--- config.mk ---
export PLATFORM = sky130hd
export DESIGN_NAME = pwts_div
export DESIGN_NICKNAME = d
export VERILOG_FILES = /design/src/sv/pwts_pkg.sv /design/src/sv/pwts_div.sv
export SDC_FILE = /design/constraint.sdc
export NUM_CORES = 2
export LEC_CHECK = 0
export BUFFER_PORTS_ARGS = -buffer_cell sky130_fd_sc_hd__buf_2
export CAP_MARGIN = 20
export CORE_ASPECT_RATIO = 0.75
export CORE_MARGIN = 2
export CORE_UTILIZATION = 56
export CTS_CLUSTER_SIZE = 24
export DETAILED_ROUTE_END_ITERATION = 8
export PLACE_DENSITY = 0.72
export SYNTH_ARGS = -nofsm -noshare
export SYNTH_HDL_FRONTEND = slang
export SYNTH_SLANG_ARGS = --single-unit
--- constraint.sdc ---
create_clock -name clk -period 4.4 [get_ports clk]
set_input_delay 0 -clock clk [delete_from_list [all_inputs] [get_ports clk]]
set_output_delay 0 -clock clk [all_outputs]
set_load 0.03 [all_outputs]
--- src/sv/pwts_pkg.sv ---
// Shared constants, codes and types for the perspective world-to-screen block.
// Used by every module of the block; depends on nothing.
package pwts_pkg;

	localparam int FRAC_BITS  = 16;
	localparam int WORD_W     = 32;
	localparam int COEF_SLOTS = 12;
	localparam int IDX_W      = 4;
	// Quotient bits below the saturation limit: one per divider stage.
	localparam int DIV_STAGES = WORD_W - 1;
	// Divider register count: its stages plus the signed result register.
	localparam int DIV_LAT    = DIV_STAGES + 1;
	localparam int DIM_W      = 15;
	localparam int DEPTH_W    = 17;
	localparam int IN_TDATA_W  = 136;
	localparam int OUT_TDATA_W = 64;

	// Item kinds carried on the input tuser.
	localparam logic OP_LOAD    = 1'b0;
	localparam logic OP_PROJECT = 1'b1;

	// Configuration register indexes.
	localparam logic [1:0] REG_WIDTH  = 2'd0;
	localparam logic [1:0] REG_HEIGHT = 2'd1;
	localparam logic [1:0] REG_DEPTH  = 2'd2;

	typedef logic signed [WORD_W-1:0] word_t;

	// Control that travels beside each point through the pipeline.
	typedef struct packed {
		logic valid;
		logic visible;
	} stage_ctl_t;

endpackage

--- src/sv/pwts_div.sv ---
// Pipelined restoring divider: fixed-point quotient, truncated toward zero, saturated.
// One quotient bit per stage, then a signed result register. Depends on pwts_pkg.
module pwts_div import pwts_pkg::*; (
	input  logic              clk,
	input  logic              en,
	input  logic [WORD_W-1:0] mag,
	input  logic [WORD_W-2:0] den,
	input  logic              neg,
	output word_t             quo
);

	logic [WORD_W-2:0] rem_s  [0:DIV_STAGES];
	logic [WORD_W-2:0] bits_s [0:DIV_STAGES];
	logic [WORD_W-2:0] q_s    [0:DIV_STAGES];
	logic [WORD_W-2:0] den_s  [0:DIV_STAGES];
	logic              neg_s  [0:DIV_STAGES];
	logic              sat_s  [0:DIV_STAGES];
	logic [WORD_W-2:0] q_mag;

	// The integer part overflows exactly when mag / 2^(W-1-F) reaches den.
	assign rem_s[0]  = (WORD_W-1)'(mag[WORD_W-1:WORD_W-1-FRAC_BITS]);
	assign bits_s[0] = {mag[WORD_W-2-FRAC_BITS:0], {FRAC_BITS{1'b0}}};
	assign q_s[0]    = '0;
	assign den_s[0]  = den;
	assign neg_s[0]  = neg;
	assign sat_s[0]  = {1'b0, rem_s[0]} >= {1'b0, den};

	for (genvar i = 0; i < DIV_STAGES; i++) begin : g_stage
		logic [WORD_W-1:0] trial;
		logic              ge;

		// Bring down the next dividend bit and try a subtract.
		assign trial = {rem_s[i], bits_s[i][WORD_W-2]};
		assign ge    = trial >= {1'b0, den_s[i]};

		always_ff @(posedge clk) begin
			if (en) begin
				rem_s[i+1]  <= ge ? (WORD_W-1)'(trial - {1'b0, den_s[i]})
				                  : trial[WORD_W-2:0];
				bits_s[i+1] <= {bits_s[i][WORD_W-3:0], 1'b0};
				q_s[i+1]    <= {q_s[i][WORD_W-3:0], ge};
				den_s[i+1]  <= den_s[i];
				neg_s[i+1]  <= neg_s[i];
				sat_s[i+1]  <= sat_s[i];
			end
		end
	end

	// Clamp on overflow and restore the sign.
	assign q_mag = sat_s[DIV_STAGES] ? {(WORD_W-1){1'b1}} : q_s[DIV_STAGES];

	always_ff @(posedge clk) begin
		if (en) begin
			quo <= neg_s[DIV_STAGES] ? -$signed({1'b0, q_mag}) : $signed({1'b0, q_mag});
		end
	end

endmodule

Yosys cells after proc, flatten, opt, wreduce, memory -nomap -nowiden
Index checks and enable logic that the tools add are counted.
W data, S select, Z words.
{ "totals": {"ff_bits": 2555, "in_bits": 66, "output_inout_bits": 32, "wordCells": 280} }
{ "op_classes": {"n_addsub": 31, "magnitude_cmp": 32, "mux": 32} }
{ "ops": {"columns": ["cell", "n"], "rows": [
  ["$mux W31", 31],
  ["$ge A32 B31 Y1", 30],
  ["$sub A31 B31 Y31", 29],
  ["$neg A31 Y32", 1],
  ["$ge A17 B31 Y1", 1],
  ["$ge A18 B31 Y1", 1],
  ["$sub A18 B31 Y31", 1],
  ["$mux W18", 1]
]} }

Depth between registers and ports, before layout
{ "depth": {"ltp_word": 3, "mapped_depth": 15, "depth_no_buf": 14} }

Worst setup path after synthesis
Ideal clock, no wire load.
{ "synth_timing": {"path_kind": "register to register", "start": "reg den_s[93] in the netlist's numbering", "end": "reg rem_s, in the netlist g_stage[29].trial[31], data pin", "setup_time_ns": 0.258, "arrival_ns": 3.157, "required_ns": 4.142, "path_slack_ns": 0.985, "path_stages_with_launch": 13, "n_path_buf": 0, "period_less_slack_ns": 3.415, "cell_sequence": "edfxtp_1 > inv_1 > fa_1 > a21o_1 > a21o_1 > a2111oi_4 > nor3_1 > or3_4 > a21bo_2 > a2111o_1 > a31oi_2 > xor2_1 > o21ai_1"} }
{ "synth_between": {"elab_chain_len": 2, "word_cells_on_any_way": 3, "classes_between": "add/sub: 1; order compare: 1; mux: 1"} }
{ "synth_rtl": {"columns": ["item", "line", "rtl"], "rows": [
  ["start, declared", "pwts_div.sv:15", "logic [WORD_W-2:0] den_s [0:DIV_STAGES];"],
  ["start signal, assigned by index", "pwts_div.sv:42", "den_s[i+1] <= den_s[i];"],
  ["$sub A31 B31 Y31 / $ge A32 B31 Y1 (equally long branches)", "pwts_div.sv:38, pwts_div.sv:34", null],
  ["$mux W31 *", "pwts_div.sv:38", "rem_s[i+1] <= ge ? (WORD_W-1)'(trial - {1'b0, den_s[i]})"],
  ["end signal, assigned by index", "pwts_div.sv:38", null],
  ["end, declared", "pwts_div.sv:12", "logic [WORD_W-2:0] rem_s [0:DIV_STAGES];"]
]} }
Mark *: on every way between the ends. The rest lies on a longest branch, timed or not.
A chain may end at the register's enable or synchronous reset.

Worst setup path in the final report
{ "layout_timing": {"start": "reg den_s[620] in the netlist's numbering", "end": "reg rem_s, in the netlist g_stage[12].trial[31], data pin"} }
Same word-level chain as after synthesis.

==> impl_metrics.toml <==
[clock_tree]
clock_latency_ns = 0.87
cts_tree = "built"
htree_levels = 5
cts-root-buf = "clkbuf_16"
cts_buffer_depth = 4
clk_pin_slew_ns = 0.06
numCtsBuffers = 270
postCtsResizedCells = 0
clkSinkCount = 2555

[synth]
yosysUniqueCellTypes = 112
yosysSeqAreaShare = 0.559
yosys-top-cells-area = "edfxtp_1 (56%), ha_1 (8.8%), a21oi_1 (3.4%), inv_1 (3.2%), xnor2_1 (2.9%)"
synth_ff_type = "edfxtp_1"
yosys-top-cells-count = "edfxtp_1 (2555), inv_1 (1187), ha_1 (965), a21oi_1 (932), nand2_1 (743)"
ys_warn_count = 0
synthArstFlopShare = 0
yosysMostFrequentCell = "edfxtp_1"
syn_inst = 11673
ys_ff_latch = 2555
syn_nets = 12734
synth_top_area_frac = 0.559
syn_area_per_cell_um2 = 11.8
netlist.top_cell.by_area = "edfxtp_1"
syn_area_um2 = 137000
synth_edf_count = 2555

[setup_path]
crit_type = "reg -> reg"
critPathLaunchType = "flop"
critPathRequiredTime_ns = 5.09
cp.arrival_ns = 4.89
cp_max_fo = 4
end_kind = "flop"

[sta]
drv_slew = 0
fin_skew_ns = 0.0579
fin_crit_sh = 0.955
maxSlewHeadroom = 0.372
hold_viol = 0
fmax_ghz = 0.238
setup_tns_ns = 0
tightest_slew_ns = 0.930
setup_viol = 0
rsz0062_at_grt = "false"
period_needed_ns = 4.20

[layout]
nNetsFinal = 13125
finalNonFillerCells = 15510
areaGrowthSynthToFinish_pct = 10.8
drive_gt1_frac = 0.0867
n_antenna_cell = 0

[detailed_routing]
via_per_inst = 5.88
postRouteAntennaNets = 0
vias = 91269
dr.pass1.iters = 7
wl_um = 331000
drtIter0Drc = 8976
route.detailed.drc = 0
wl_per_cell_um = 21.4

[floorplan]
die_x_um = 576
coreArea_um2 = 244000
dieArea_um2 = 249000
rows = 157
io_pins = 98
start_util = 0.563
die_height_um = 433

[power]
total_leakage_power_nw = 62.1
ir_drop_v = 0.000373
p_per_area_nw_per_um2 = 737
p_total_mw = 112

[grt]
grt_pass1_wl_um = 508000
gr-total-overflow = 0
grt_max_degree = 146
grt_pass1_vias = 87266
grt_util_all_layers = 0.262
antenna_found_initial = 14

[place]
place_congestion = 0.955
post-place-cells = 14932
place_hpwl_um = 248000
io_buffers = 97

[worst_hold_path]
hp-class = "in -> reg"

[outcome]
status = "complete, no violations"

[run]
maxCapViolations = 0
-- worst paths after layout --
| check | startpoint | end | slack [ns] | cells after the start |
|---|---|---|---|---|
| min | mag[18] | g_stage[1].trial[5] | 0.08 | 3 |
| max reg2reg | den_s[620] | g_stage[12].trial[31] | 0.20 | 12 |
| min reg2reg | q_s[357] | q_s[327] | 0.41 | 0 |
| max | den_s[620] | g_stage[12].trial[31] | 0.20 | 12 |
-- state kept, by name, summed over array words and instances (netlist names) --
signal         cells
q_s              496
neg_s             31
g_stage.trial    930
den_s            930
sat_s             31
quo               32
bits_s           105
-- where the power goes --
group	switching, mW	internal, mW
logic	27.9	21.6
registers	4.50	35.6
clock network	9.44	13.0
total	41.8	70.2
-- critical path: stages, from the launching register on --
cell and delay (ns):
edfxtp_1 0.40, ha_1 0.24, fa_1 0.42, nor2b_1 0.12, o21ai_0 0.10, a21boi_0 0.36, o21bai_1 0.10, a21boi_0 0.53
o21ai_0 0.41, a2111o_1 0.57, a21o_1 0.20, a2111oi_0 0.45, nand3b_1 0.16
-- per-stage QoR --
| step | hold WS (ns) | utilization | setup slack [ns] | area, µm² |
|---|---|---|---|---|
| finish | 0.0816 | 0.623 | 0.200 | 152000 |
| global route | 0.0641 | 0.623 | 0.0304 | 152000 |
| CTS | 0.0215 | 0.623 | 0.346 | 152000 |
| detailed placement | 0.180 | 0.584 | 0.367 | 142000 |
| global placement | 0.178 | 0.584 | 0.453 | 142000 |
| floorplan | 0.0989 | - | 0.985 | 137000 |
-- cells in the final DEF, fill, tap and decap left out, types with 103 or more instances in the layout --
cell type / netlist / final
nor2b_1: 122 / 122
o21a_1: 137 / 137
nand4_1: 156 / 156
o21bai_1: 109 / 109
a21o_1: 519 / 519
nor3_1: 139 / 138
xnor2_1: 447 / 447
a21oi_1: 932 / 931
dlygate4sd3_1: 0 / 119
nand2b_1: 138 / 138
edfxtp_1: 2555 / 2555
inv_1: 1187 / 1187
clkbuf_16: 0 / 277
xor2_1: 311 / 311
mux2_2: 288 / 288
o21ai_0: 699 / 699
nand3_1: 159 / 159
ha_1: 965 / 965
nor2_1: 682 / 680
nand2_1: 743 / 743
buf_4: 5 / 103
-- kinds of logic after synthesis --
family	synth area share
compound gates	0.142
xor+xnor	0.0484
fa+ha+maj	0.0924
buf+inv	0.0401
flops	0.559
mux	0.0308
simple gates	0.0868
-- layout make-up --
class                           instances  area, µm²
Inverter                             1192       4480
Fill cell                           18923      91800
Sequential cell                      2555      76700
Multi-Input combinational cell       7697      55100
Timing Repair Buffer                  348       3050
Clock buffer                          309       7050
Clock inverter                        150       1470
Tap cell                             3259       4080
-- per-layer routing --
layer  share of wire  routed length, µm  vias up  global-route usage
met3           0.074              24600      478              0.0506
li1                -                  -    43819                   -
met1            0.47             156000    44130               0.392
met2            0.43             143000     2830               0.394
met4           0.023               7480       12              0.0624
met5         0.00022                 73        -                   0
-- repair_timing --
item	CTS	global route
endpoints found under the hold margin	169	0
buffers inserted	0	0
hold buffers	119	0
(Power assumes the default switching activity.)
